## config.mk

```make
export PLATFORM = sky130hd
export DESIGN_NAME = daq_word_stream_event_builder_unit_flat
export DESIGN_NICKNAME = d
export VERILOG_FILES = /design/src/rtl/dweb_pkg.sv /design/src/rtl/dweb_stream_if.sv /design/src/rtl/dweb_front.sv /design/src/rtl/dweb_queue.sv /design/src/rtl/dweb_back.sv /design/src/rtl/daq_word_stream_event_builder_unit.sv /design/src/flat_wrapper.sv
export SDC_FILE = /design/constraint.sdc
export NUM_CORES = 1
export LEC_CHECK = 0
export ABC_AREA = 1
export BUFFER_PORTS_ARGS = -buffer_cell sky130_fd_sc_hd__buf_4
export CORE_ASPECT_RATIO = 1.75
export CORE_UTILIZATION = 43
export DETAILED_ROUTE_END_ITERATION = 12
export SYNTH_ARGS = -nofsm -noshare
export SYNTH_HDL_FRONTEND = slang
export SYNTH_SLANG_ARGS = --single-unit
```

## constraint.sdc

```tcl
create_clock -name i_clk -period 5.9 [get_ports i_clk]
set_input_delay 0.295 -clock i_clk [delete_from_list [all_inputs] [get_ports i_clk]]
set_output_delay 0.295 -clock i_clk [all_outputs]
set_load 0.1 [all_outputs]
```

## src/rtl/dweb_pkg.sv

```systemverilog
// Shared types and constants of the readout word event builder.
// Depends on nothing; the front end, queue, event logic, top level and testbench use it.
package dweb_pkg;

    // Field widths
    localparam int WORD_W     = 32;
    localparam int TS_W       = 48;
    localparam int CHAN_W     = 12;
    localparam int VALUE_W    = 16;
    localparam int HITS_W     = 8;
    localparam int WIN_W      = 20;
    localparam int CARD_W     = 7;
    localparam int UPPER_LSB  = 28;
    localparam int UPPER_W    = TS_W - UPPER_LSB;
    localparam int CFG_IDX_W  = 2;
    localparam int CFG_DATA_W = WIN_W;

    // Configuration register indexes
    localparam logic [CFG_IDX_W-1:0] CFG_HIT_WINDOW = 2'd0;
    localparam logic [CFG_IDX_W-1:0] CFG_MAX_HITS   = 2'd1;
    localparam logic [CFG_IDX_W-1:0] CFG_SKIP_CARD  = 2'd2;

    // Register reset values
    localparam logic [WIN_W-1:0]  HIT_WINDOW_RST = 20'd65;
    localparam logic [HITS_W-1:0] MAX_HITS_RST   = 8'd6;
    localparam logic [CARD_W-1:0] SKIP_CARD_RST  = 7'd99;

    // Word classification
    localparam logic [WORD_W-1:0] FILL_PATTERN = 32'h5e5e_5e5e;
    localparam logic [WORD_W-1:0] FILL_ONES    = 32'hffff_ffff;
    localparam logic [WORD_W-1:0] DATA_MASK    = 32'hc000_0000;
    localparam logic [WORD_W-1:0] SYNC_MASK    = 32'hc0f0_0000;
    localparam logic [WORD_W-1:0] SYNC_CODE    = 32'h8040_0000;
    localparam logic [WORD_W-1:0] ROLL_LIMIT   = 32'h0000_001a;

    // Timestamp rollover period and hit counter ceiling
    localparam logic [TS_W-1:0]   ROLL_STEP = 48'h0000_1000_0000;
    localparam logic [HITS_W-1:0] HITS_SAT  = 8'd255;

    // One readout word
    typedef struct packed {
        logic [WORD_W-1:0] word_high;
        logic [WORD_W-1:0] word_low;
    } t_in_item;

    // One result
    typedef struct packed {
        logic               event_close;
        logic               hit_valid;
        logic [CHAN_W-1:0]  channel;
        logic [VALUE_W-1:0] value;
        logic [TS_W-1:0]    timestamp;
        logic [HITS_W-1:0]  hit_index;
        logic               last;
    } t_out_item;

    // Data word after timestamp extension, as queued for the event logic
    typedef struct packed {
        logic [TS_W-1:0]    timestamp;
        logic               rolled;
        logic [CHAN_W-1:0]  channel;
        logic [VALUE_W-1:0] value;
    } t_hit_item;

    // Event logic settings
    typedef struct packed {
        logic [WIN_W-1:0]  hit_window;
        logic [HITS_W-1:0] max_hits;
    } t_evt_cfg;

    // Queue status
    typedef struct packed {
        logic empty;
        logic full;
    } t_q_status;

endpackage

```

## src/rtl/dweb_stream_if.sv

```systemverilog
// Valid/ready stream channel with a typed payload.
// Depends on nothing; the payload type is set where the channel is instantiated.
interface dweb_stream_if #(
    parameter type t_payload = logic
);
    logic     valid;
    logic     ready;
    t_payload payload;

    modport source (output valid, output payload, input ready);
    modport sink   (input valid, input payload, output ready);
endinterface

```

## src/rtl/dweb_front.sv

```systemverilog
// Front end: filler removal, word classification, card filter and
// 48-bit timestamp extension. Depends on dweb_pkg and dweb_stream_if.
module dweb_front (
    input  logic                        i_clk,
    input  logic                        i_rst_n,
    dweb_stream_if.sink                 i_in,
    input  logic [dweb_pkg::CARD_W-1:0] i_skip_card,
    input  dweb_pkg::t_q_status         i_q_status,
    output logic                        o_push,
    output dweb_pkg::t_hit_item         o_item
);
    import dweb_pkg::*;

    logic [TS_W-1:0]   r_time;
    logic              r_rolled;
    logic [TS_W-1:0]   n_time;
    logic              n_rolled;

    logic [WORD_W-1:0] low;
    logic [WORD_W-1:0] high;
    logic              accept;
    logic              is_fill;
    logic              is_data;
    logic              is_sync;
    logic              skip;
    logic              do_roll;
    logic [TS_W-1:0]   t_merged;
    logic [TS_W-1:0]   t_ext;

    assign low  = i_in.payload.word_low;
    assign high = i_in.payload.word_high;

    // Take a request whenever the queue has room
    assign i_in.ready = !i_q_status.full;
    assign accept     = i_in.valid && !i_q_status.full;

    // Classify
    assign is_fill = ((low == '0) && (high == '0)) ||
                     ((low == FILL_PATTERN) && ((high == FILL_PATTERN) || (high == FILL_ONES)));
    assign is_data = (high & DATA_MASK) == DATA_MASK;
    assign is_sync = (high & SYNC_MASK) == SYNC_CODE;
    // card is ident / 32, i.e. ident bits 11..5
    assign skip    = high[27:21] == i_skip_card;

    // Timestamp extension: keep upper bits, merge low half, one rollover per sync
    assign t_merged = {r_time[TS_W-1:UPPER_LSB], {UPPER_LSB{1'b0}}}
                    | {{(TS_W-WORD_W){1'b0}}, low};
    assign do_roll  = (low <= ROLL_LIMIT) && !r_rolled;
    assign t_ext    = do_roll
                    ? {t_merged[TS_W-1:UPPER_LSB] + UPPER_W'(1), t_merged[UPPER_LSB-1:0]}
                    : t_merged;

    assign o_push           = accept && !is_fill && is_data && !skip;
    assign o_item.timestamp = t_ext;
    assign o_item.rolled    = do_roll;
    assign o_item.channel   = high[27:16];
    assign o_item.value     = high[15:0];

    // Next timestamp state
    always_comb begin
        n_time   = r_time;
        n_rolled = r_rolled;
        if (accept && !is_fill) begin
            if (is_data) begin
                if (!skip) begin
                    n_time = t_ext;
                    if (do_roll) begin
                        n_rolled = 1'b1;
                    end
                end
            end else if (is_sync) begin
                n_time   = {high[UPPER_W-1:0], {UPPER_LSB{1'b0}}}
                         | {{(TS_W-WORD_W){1'b0}}, low};
                n_rolled = 1'b0;
            end
        end
    end

    always_ff @(posedge i_clk) begin
        if (!i_rst_n) begin
            r_time   <= '0;
            r_rolled <= 1'b0;
        end else begin
            r_time   <= n_time;
            r_rolled <= n_rolled;
        end
    end

endmodule

```

## src/rtl/dweb_queue.sv

```systemverilog
// Small register queue between front end and event logic.
// Depends on dweb_pkg for the status type; entry type is a parameter.
module dweb_queue #(
    parameter int  DEPTH  = 4,
    parameter type t_data = logic
) (
    input  logic                i_clk,
    input  logic                i_rst_n,
    input  logic                i_push,
    input  t_data               i_data,
    input  logic                i_pop,
    output t_data               o_head,
    output dweb_pkg::t_q_status o_status
);
    localparam int PTR_W = $clog2(DEPTH);
    localparam int CNT_W = $clog2(DEPTH + 1);

    t_data            r_mem [DEPTH];
    logic [PTR_W-1:0] r_wr_ptr;
    logic [PTR_W-1:0] r_rd_ptr;
    logic [CNT_W-1:0] r_count;

    assign o_head         = r_mem[r_rd_ptr];
    assign o_status.empty = r_count == '0;
    assign o_status.full  = r_count == CNT_W'(DEPTH);

    // Storage
    always_ff @(posedge i_clk) begin
        if (i_push) begin
            r_mem[r_wr_ptr] <= i_data;
        end
    end

    // Pointers and fill count
    always_ff @(posedge i_clk) begin
        if (!i_rst_n) begin
            r_wr_ptr <= '0;
            r_rd_ptr <= '0;
            r_count  <= '0;
        end else begin
            if (i_push) begin
                r_wr_ptr <= (r_wr_ptr == PTR_W'(DEPTH - 1)) ? '0 : r_wr_ptr + PTR_W'(1);
            end
            if (i_pop) begin
                r_rd_ptr <= (r_rd_ptr == PTR_W'(DEPTH - 1)) ? '0 : r_rd_ptr + PTR_W'(1);
            end
            if (i_push && !i_pop) begin
                r_count <= r_count + CNT_W'(1);
            end else if (i_pop && !i_push) begin
                r_count <= r_count - CNT_W'(1);
            end
        end
    end

    a_no_overflow: assert property (@(posedge i_clk) disable iff (!i_rst_n)
        i_push |-> !o_status.full)
        else $error("queue push while full");
    a_no_underflow: assert property (@(posedge i_clk) disable iff (!i_rst_n)
        i_pop |-> !o_status.empty)
        else $error("queue pop while empty");
    a_count_bound: assert property (@(posedge i_clk) disable iff (!i_rst_n)
        r_count <= CNT_W'(DEPTH))
        else $error("queue count beyond depth");

endmodule

```

## src/rtl/dweb_back.sv

```systemverilog
// Event logic: coincidence window, hit limit, event close, output register.
// Depends on dweb_pkg and dweb_stream_if.
module dweb_back (
    input  logic                i_clk,
    input  logic                i_rst_n,
    input  dweb_pkg::t_evt_cfg  i_cfg,
    input  dweb_pkg::t_q_status i_q_status,
    input  dweb_pkg::t_hit_item i_head,
    output logic                o_pop,
    dweb_stream_if.source       o_out
);
    import dweb_pkg::*;

    logic [TS_W-1:0]   r_start;
    logic [HITS_W-1:0] r_hits;
    logic              r_phase;
    logic              r_ovalid;
    t_out_item         r_out;
    logic [TS_W-1:0]   n_start;
    logic [HITS_W-1:0] n_hits;
    logic              n_phase;
    logic              n_ovalid;
    t_out_item         n_out;

    logic [TS_W-1:0]   delta;
    logic              neg;
    logic              upper_zero;
    logic              below;
    logic              past;
    logic              emit_hit;
    logic              emit_reopen;
    logic              advance;

    function automatic t_out_item make_hit(t_hit_item item, logic [HITS_W-1:0] idx,
                                           logic last);
        t_out_item res;
        res.event_close = 1'b0;
        res.hit_valid   = 1'b1;
        res.channel     = item.channel;
        res.value       = item.value;
        res.timestamp   = item.timestamp;
        res.hit_index   = idx;
        res.last        = last;
        return res;
    endfunction

    function automatic t_out_item make_close(logic last);
        t_out_item res;
        res             = '0;
        res.event_close = 1'b1;
        res.last        = last;
        return res;
    endfunction

    // Offset from event start; an empty event starts at the pre-rollover time
    always_comb begin
        if (r_hits == '0) begin
            delta = i_head.rolled ? ROLL_STEP : '0;
        end else begin
            delta = i_head.timestamp - r_start;
        end
    end

    assign neg         = delta[TS_W-1];
    assign upper_zero  = delta[TS_W-1:WIN_W] == '0;
    assign below       = neg || (upper_zero && (delta[WIN_W-1:0] < i_cfg.hit_window));
    assign past        = !neg && (!upper_zero || (delta[WIN_W-1:0] > i_cfg.hit_window));
    assign emit_hit    = below && (r_hits < i_cfg.max_hits);
    // After a close the same hit opens the next event at offset zero
    assign emit_reopen = past && (i_cfg.hit_window != '0) && (i_cfg.max_hits != '0);

    assign advance = !i_q_status.empty && (!r_ovalid || o_out.ready);

    // Event state and result selection
    always_comb begin
        n_start  = r_start;
        n_hits   = r_hits;
        n_phase  = r_phase;
        n_ovalid = r_ovalid && !o_out.ready;
        n_out    = r_out;
        o_pop    = 1'b0;
        if (advance) begin
            if (r_phase) begin
                // second result of a closing word
                n_out    = make_hit(i_head, '0, 1'b1);
                n_ovalid = 1'b1;
                n_phase  = 1'b0;
                o_pop    = 1'b1;
            end else begin
                if (past) begin
                    n_start = i_head.timestamp;
                    n_hits  = HITS_W'(1);
                end else begin
                    if (r_hits == '0) begin
                        n_start = i_head.timestamp;
                    end
                    if (r_hits != HITS_SAT) begin
                        n_hits = r_hits + HITS_W'(1);
                    end
                end
                if (emit_hit) begin
                    n_out    = make_hit(i_head, r_hits, 1'b1);
                    n_ovalid = 1'b1;
                    o_pop    = 1'b1;
                end else if (past) begin
                    n_out    = make_close(!emit_reopen);
                    n_ovalid = 1'b1;
                    if (emit_reopen) begin
                        n_phase = 1'b1;
                    end else begin
                        o_pop = 1'b1;
                    end
                end else begin
                    o_pop = 1'b1;
                end
            end
        end
    end

    always_ff @(posedge i_clk) begin
        if (!i_rst_n) begin
            r_start  <= '0;
            r_hits   <= '0;
            r_phase  <= 1'b0;
            r_ovalid <= 1'b0;
        end else begin
            r_start  <= n_start;
            r_hits   <= n_hits;
            r_phase  <= n_phase;
            r_ovalid <= n_ovalid;
        end
    end

    // Result payload
    always_ff @(posedge i_clk) begin
        r_out <= n_out;
    end

    assign o_out.valid   = r_ovalid;
    assign o_out.payload = r_out;

    a_phase_holds_item: assert property (@(posedge i_clk) disable iff (!i_rst_n)
        r_phase |-> !i_q_status.empty)
        else $error("reopen pending without queued word");
    a_phase_hits_one: assert property (@(posedge i_clk) disable iff (!i_rst_n)
        r_phase |-> r_hits == HITS_W'(1))
        else $error("reopen pending but hit count not one");
    a_reopen_result: assert property (@(posedge i_clk) disable iff (!i_rst_n)
        r_phase && advance |=> r_ovalid && r_out.hit_valid && (r_out.hit_index == '0))
        else $error("reopened event did not start with hit zero");
    a_close_clean: assert property (@(posedge i_clk) disable iff (!i_rst_n)
        r_ovalid && r_out.event_close |-> !r_out.hit_valid && (r_out.timestamp == '0))
        else $error("close marker carries hit fields");

endmodule

```

## src/rtl/daq_word_stream_event_builder_unit.sv

```systemverilog
// Readout word stream event builder: top level with configuration registers.
// Depends on dweb_pkg, dweb_stream_if, dweb_front, dweb_queue and dweb_back.
//
// Usage:
//   i_in  : sink channel of 64-bit readout words (word_low, word_high).
//   o_out : source channel of results (event_close, hit_valid, channel,
//           value, timestamp, hit_index, last); last marks the final result
//           of a word.
//   i_cfg_we/i_cfg_idx/i_cfg_data write hit_window (0), max_hits (1) and
//   skip_card (2); write only while the block is idle.
// A word is written into the queue when accepted; the event logic then
// registers its first result in the output register, which drives o_out.
// Throughput: one word per cycle while the queue has room. A word that closes
// an event and opens the next one makes two results and holds the event logic
// for both; the QUEUE_DEPTH-entry queue absorbs this while the front accepts.
// Reset clears the timestamp, event state, queue and output valid flag and
// loads the registers with 65, 6 and 99. When the receiver stalls, the
// result waits in the output register, the queue fills, and i_in.ready
// falls once the queue is full.
module daq_word_stream_event_builder_unit #(
    parameter int QUEUE_DEPTH = 4
) (
    input  logic                            i_clk,
    input  logic                            i_rst_n,
    dweb_stream_if.sink                     i_in,
    dweb_stream_if.source                   o_out,
    input  logic                            i_cfg_we,
    input  logic [dweb_pkg::CFG_IDX_W-1:0]  i_cfg_idx,
    input  logic [dweb_pkg::CFG_DATA_W-1:0] i_cfg_data
);
    import dweb_pkg::*;

    logic [WIN_W-1:0]  r_hit_window;
    logic [HITS_W-1:0] r_max_hits;
    logic [CARD_W-1:0] r_skip_card;

    t_evt_cfg          evt_cfg;
    t_q_status         q_status;
    t_hit_item         push_item;
    t_hit_item         head_item;
    logic              push;
    logic              pop;

    // Configuration registers
    always_ff @(posedge i_clk) begin
        if (!i_rst_n) begin
            r_hit_window <= HIT_WINDOW_RST;
            r_max_hits   <= MAX_HITS_RST;
            r_skip_card  <= SKIP_CARD_RST;
        end else if (i_cfg_we) begin
            unique case (i_cfg_idx)
                CFG_HIT_WINDOW: r_hit_window <= i_cfg_data[WIN_W-1:0];
                CFG_MAX_HITS:   r_max_hits   <= i_cfg_data[HITS_W-1:0];
                CFG_SKIP_CARD:  r_skip_card  <= i_cfg_data[CARD_W-1:0];
                default: ;
            endcase
        end
    end

    assign evt_cfg.hit_window = r_hit_window;
    assign evt_cfg.max_hits   = r_max_hits;

    dweb_front u_front (
        .i_clk       (i_clk),
        .i_rst_n     (i_rst_n),
        .i_in        (i_in),
        .i_skip_card (r_skip_card),
        .i_q_status  (q_status),
        .o_push      (push),
        .o_item      (push_item)
    );

    dweb_queue #(
        .DEPTH  (QUEUE_DEPTH),
        .t_data (t_hit_item)
    ) u_queue (
        .i_clk    (i_clk),
        .i_rst_n  (i_rst_n),
        .i_push   (push),
        .i_data   (push_item),
        .i_pop    (pop),
        .o_head   (head_item),
        .o_status (q_status)
    );

    dweb_back u_back (
        .i_clk      (i_clk),
        .i_rst_n    (i_rst_n),
        .i_cfg      (evt_cfg),
        .i_q_status (q_status),
        .i_head     (head_item),
        .o_pop      (pop),
        .o_out      (o_out)
    );

endmodule

```

## src/flat_wrapper.sv

```systemverilog
// flat-port wrapper written by rule: the top's interface ports become plain ports
module daq_word_stream_event_builder_unit_flat import dweb_pkg::*;
#(
    parameter int QUEUE_DEPTH = 4
)
  (i_clk, i_rst_n, i_cfg_we, i_cfg_idx, i_cfg_data, i_in_valid, i_in_payload, i_in_ready, o_out_valid, o_out_payload, o_out_ready);
  dweb_stream_if #(.t_payload(t_in_item)) i_in_i ();
  dweb_stream_if #(.t_payload(t_out_item)) o_out_i ();
  input  logic i_clk;
  input  logic i_rst_n;
  input  logic i_cfg_we;
  input  logic [dweb_pkg::CFG_IDX_W-1:0] i_cfg_idx;
  input  logic [dweb_pkg::CFG_DATA_W-1:0] i_cfg_data;
  input wire logic [$bits(i_in_i.valid)-1:0] i_in_valid;
  input wire logic [$bits(i_in_i.payload)-1:0] i_in_payload;
  output wire logic [$bits(i_in_i.ready)-1:0] i_in_ready;
  output wire logic [$bits(o_out_i.valid)-1:0] o_out_valid;
  output wire logic [$bits(o_out_i.payload)-1:0] o_out_payload;
  input wire logic [$bits(o_out_i.ready)-1:0] o_out_ready;
  assign i_in_i.valid = i_in_valid;
  assign i_in_i.payload = i_in_payload;
  assign i_in_ready = i_in_i.ready;
  assign o_out_valid = o_out_i.valid;
  assign o_out_payload = o_out_i.payload;
  assign o_out_i.ready = o_out_ready;
  daq_word_stream_event_builder_unit #(.QUEUE_DEPTH(QUEUE_DEPTH)) u_core (.i_clk(i_clk), .i_rst_n(i_rst_n), .i_in(i_in_i), .o_out(o_out_i), .i_cfg_we(i_cfg_we), .i_cfg_idx(i_cfg_idx), .i_cfg_data(i_cfg_data));
endmodule
```

After elaboration in Yosys (flattened, before gate mapping)
Memories as Yosys holds them, arrays and structs flattened. A register that Yosys moved wholly into a read port is not among the register bits.
Cells that the tools add are included.
- flip-flop bits (word level): 236
- RAM bits: 308
- input bits: 91
- output and inout port bits: 89
- memories kept: 1
- add/subtract/negate cells: 7
- order comparisons: 4
- equality and inequality tests: 14
- mux-type cells: 38
- bitwise gates (word level): 3
- reduce and logical (&&, ||, !) cells: 55
- memory list (name ; depth ; bits a word ; rd ports ; clocked after Yosys merged registers in ; wr ports ; RTL line ; RTL):
    u_core.u_queue.r_mem ; 4 ; 77 ; 1 ; 1 ; 1 ; dweb_queue.sv:18 ; t_data r_mem [DEPTH];
- operators by type and width (kind ; number):
    two-way mux 48 bit ; 7
    two-way mux 85 bit ; 2
    OR 48 x 32 -> 48 bit ; 2
    two-way mux 87 bit ; 1
    equality test 32 x 31 -> 1 bit, second input constant ; 2
    zero test 32 bit ; 2
    subtractor 48 bit ; 1
    equality test 32 bit, second input constant ; 1
    <= comparator 32 x 5 -> 1 bit, second input constant ; 1
    two-way mux 29 bit ; 1
    zero test 28 bit ; 1
    adder 20 x 1 -> 20 bit, second input constant ; 1
    greater-than comparator 20 bit ; 1
    < comparator 20 bit ; 1
    nonzero test 20 bit ; 1
    two-way mux 1 bit ; 19
    logical AND 1 bit ; 16
    two-way mux 8 bit ; 2
    zero test 1 bit ; 12
    AND reduction 3 bit ; 3
    adder 8 x 1 -> 8 bit, second input constant ; 1
    equality test 2 bit, second input constant ; 4
    zero test 8 bit ; 1
    < comparator 8 bit ; 1
    22 further kinds ; 37

Logic depth before layout (Yosys ltp)
- word-level depth: 16
- mapped depth: 34
- gate-level depth less buffers: 32

Modules after synthesis
From an unflattened synthesis, not the netlist that was laid out.
- cell total of the unflattened synthesis: 3308
- area total of the unflattened synthesis: 27438.8 µm²
- modules (own cells, without submodules) (module ; instances ; cells each ; area each (µm²)):
    dweb_queue ; 1 ; 803 ; 11867.6
    dweb_back ; 1 ; 1662 ; 10791.6
    dweb_front ; 1 ; 628 ; 3233.1
    daq_word_stream_event_builder_unit ; 1 ; 215 ; 1546.5

Least setup slack after synthesis
Ideal clock, no wire load.
- path kind: register -> register
- from: register (tool-made name)
- to: register u_core.u_back.r_out, in the netlist u_core.u_back.o_out.payload[0], enable pin
- library setup time: 441 ps
- arrival: 5633 ps
- data required time: 5459 ps
- setup slack: -174 ps
- stages on the path, launching flop included: 29
- clock period less this slack: 6074 ps
- cells stage by stage: dfxtp_1 buf_2 clkbuf_1 buf_1 nand2_1 a32oi_1 inv_1 ha_1 fa_1 inv_1 nand2_1 nand2_1 nand3_1 nand2_2 nand2_1 nand2_2 a21oi_1 ha_1 nand4_1 or2_2 nor3_1 nand2_1 nand2_1 o41ai_1 nand3_4 a21oi_1 nand2_1 nand2_1 inv_1
- RTL lines (what ; RTL line ; RTL):
    to (signal assigned) ; dweb_back.sv:136 ; r_out <= n_out;
    to (decl) ; dweb_back.sv:18 ; t_out_item r_out;

==> results.yml <==
sta:
  tns_ns: 0
  hold_viol_final: 0
  clock.fmax_mhz: 182
  slew_headroom: 0.191
  drv_slew: 0
  holdWs_ns: 0.0459
  setup_viol: 0
  rsz0062_at_grt: "no"
  skew_ns: 0.0220
  post-route-period-util: 0.932
  min_period_ns: 5.50
  worst_slew_pin_slew_ns: 1.21
global_route:
  antenna_found_initial: 2
  grt-ovfl-total: 0
  grt_pass1_wl_um: 121000
  grtUsageMet1: 0.286
  grt_max_degree: 103
  use_met2: 0.484
  grt_pass1_vias: 21114
  met3_usage: 0.0297
  top_usage_layer: "met2"
  grtUsageTotal: 0.259
route:
  drc: 0
  drtPass1Iterations: 5
  drt-wirelength-per-cell_um: 20.0
  ant_nets: 0
  vias: 21166
  wl_um: 79600
  drt_iter0_drc: 1401
  avgViaCountPerCell: 5.32
logic_synthesis:
  yosysWarnings: 0
  synth_flop_cell: "edfxtp_1"
  ys_seq_area_frac: 0.556
  syn_nets: 3043
  synth_cells: 2866
  avgSynthCellArea_sq_um: 8.99
  ys_async_sr_fraction: 0
  synth_adder_area_share: 0.0423
  synth_cell_types: 51
  synth-edff-count: 395
  synth-compound-area-share: 0.100
  synth-simple-area-share: 0.218
  netlist_area_sq_um: 25800
  synth-xor-area-share: 0.0119
  synth_top_family_by_area: "simple AND/OR/NAND/NOR gates"
  ys_ff_latch: 518
  synthMuxAreaShare: 0
clock_network:
  cts_root_buf: "clkbuf_16"
  clock_sinks: 518
  cts_buffers: 48
  htreeDepth: 2
  cts_tree: "done"
  insertion_delay_ns: 0.61
  clockBufferDepth: 3
  cts.clk_slew.worst_paths_ns: 0.07
setup_path:
  crit_required_ns: 6.18
  path_class: "flop to flop"
  arrival_ns: 5.77
  endpoint_kind: "flop"
  cp_max_fo: 102
  crit_path_start_kind: "flop"
run:
  drv_cap: 0
layout:
  drive_gt1_frac: 0.143
  finalNetCount: 3338
  area_growth_pct: 20.5
  fin_area_sq_um: 31100
  n_antenna_cell: 0
  utilization: 0.524
place:
  gp_congestion: 0.979
  hpwl_um: 57700
  place_area_sq_um: 28600
  io_buffer_count: 179
die:
  coreArea_sq_um: 59200
  initial_core_util: 0.435
  die_area_sq_um: 60900
  dieWidth_um: 187
  num_rows: 118
  pin_count: 180
  die_y_um: 326
pwr:
  total_leakage_power_nw: 12.8
  totalPowerFinal_w: 0.0177
  peakVddDrop_mv: 0.478
  p_per_area_nw_per_um2: 570
outcome:
  status: "completed"
min_path:
  hp-class: "input port to flop"
==> critical path, stage by stage (launching register included) <==
cell and delay (ns):
dfxtp_4 0.37, buf_4 0.82, nand2_1 0.10, a32oi_1 0.41, ha_1 0.40, nand2_1 0.20, inv_1 0.08, nand2_1 0.07
nor3_1 0.17, buf_4 0.17, nand2_1 0.08, nor2_1 0.09, nand2_1 0.22, nand3_1 0.17, nand2_1 0.07, nand3_1 0.07
nand2_1 0.05, nor2_1 0.10, nand2_1 0.10, nor2_4 0.18, nand3b_1 0.14, nand2_1 0.14, nand2_1 0.09, nand2_1 0.09
nand2_1 0.10, clkinvlp_4 0.21, buf_12 0.26
==> logic make-up (layout without fill, tap and decap cells) <==
logic type | after synthesis | after routing
AOI/OAI and AO/OA | 461 | 461
xor gates and xnor gates | 35 | 35
adders and majority gates | 86 | 86
buffers and inverters | 472 | 805
DFF | 518 | 518
and+or+nand+nor | 1294 | 1294
==> registers in the layout (all words and copies together) (netlist names), 2 cells and up, named ones only <==
signal,cells
u_core.r_max_hits,8
u_core.u_queue.r_wr_ptr,2
u_core.u_queue.r_rd_ptr,2
u_core.u_back.r_start,48
u_core.r_hit_window,20
u_core.u_back.o_out.payload,87
u_core.u_back.r_hits,8
u_core.u_queue.r_mem,308
u_core.u_queue.r_count,3
u_core.r_skip_card,7
u_core.u_front.r_time,20
==> metal layers <==
| layer | vias up | routed length [um] | share of wire |
|---|---|---|---|
| met5 | - | 13 | 0.00016 |
| met4 | 2 | 4150 | 0.052 |
| met3 | 178 | 3760 | 0.047 |
| met2 | 674 | 41800 | 0.53 |
| met1 | 10090 | 29900 | 0.38 |
| li1 | 10222 | - | - |
==> repair_timing <==
action / in CTS / in global routing
hold buffers: 73 / 0
buffers inserted: 0 / 0
hold endpoints to repair: 246 / 0
gates resized for setup: 0 / 1
setup endpoints to repair: 0 / 89
==> area by class of cell <==
type / instances / area (sq um)
Tap cell: 780 / 976
Clock inverter: 32 / 482
Timing Repair Buffer: 346 / 2960
Inverter: 371 / 1400
Fill cell: 5381 / 28200
Sequential cell: 518 / 14300
Multi-Input combinational cell: 1876 / 9650
Clock buffer: 56 / 1250
==> metrics by stage <==
stage,instances,worst slack [ns]
after floorplan,2866,0.147
after global placement,3818,0.370
after detailed placement,3818,0.327
after CTS,3979,0.291
after global routing,3979,0.0138
final,3979,0.403
==> cells in the mapped netlist (6+ instances only) <==
cell | n | share of area
a21oi_1 | 289 | 0.056
nor4_1 | 22 | 0.0053
nor3_1 | 55 | 0.011
o21ai_0 | 87 | 0.017
o211ai_1 | 6 | 0.0017
xnor2_1 | 8 | 0.0027
buf_1 | 10 | 0.0015
a32oi_1 | 47 | 0.016
nor2_2 | 12 | 0.0029
nand2_2 | 26 | 0.0063
nand2_1 | 763 | 0.11
edfxtp_1 | 395 | 0.46
nor2_4 | 6 | 0.0026
o21bai_1 | 6 | 0.0017
xor2_1 | 27 | 0.0092
buf_4 | 6 | 0.0017
dfxtp_1 | 123 | 0.096
inv_2 | 20 | 0.0029
buf_2 | 10 | 0.0019
nand4_1 | 39 | 0.0095
nand3_2 | 10 | 0.0039
a21oi_2 | 12 | 0.0041
nand3_1 | 135 | 0.026
ha_1 | 84 | 0.041
nand3b_1 | 10 | 0.0029
inv_1 | 346 | 0.050
or2_1 | 6 | 0.0015
nor2_1 | 191 | 0.028
clkbuf_1 | 73 | 0.011
==> where the power goes <==
part           switching [W]  internal, W
logic                0.00678      0.00247
registers           0.000267      0.00473
clock network        0.00142      0.00202
==> path summary, 6_finish.rpt <==
kind | startpoint | endpoint | cells past startpoint | slack (ns)
worst max-delay path | flop | u_core.u_back.o_out.payload[36] | 26 | 0.40
worst min-delay path | i_cfg_data[3] | u_core.r_skip_card[3] | 3 | 0.05
worst min register to register | u_core.u_back.r_start[13] | u_core.u_back.r_start[13] | 2 | 0.46
worst max register to register | flop | u_core.u_back.o_out.payload[36] | 26 | 0.40
==> cells in the final DEF (no fill, tap or decap), types with 14 or more instances in the layout <==
cell type / Yosys / routed
a21oi_1: 289 / 289
nor4_1: 22 / 22
nand2_2: 26 / 26
nand2_1: 763 / 763
nor3_1: 55 / 55
nor2_1: 191 / 186
o21ai_0: 87 / 87
xor2_1: 27 / 27
dfxtp_1: 123 / 122
dlygate4sd3_1: 0 / 73
nand4_1: 39 / 39
buf_4: 6 / 258
a32oi_1: 47 / 47
inv_2: 20 / 20
edfxtp_1: 395 / 395
buf_12: 1 / 14
clkbuf_16: 0 / 49
inv_1: 346 / 344
nand3_1: 135 / 135
ha_1: 84 / 84
Note: power is estimated with default switching activity, not from simulation.
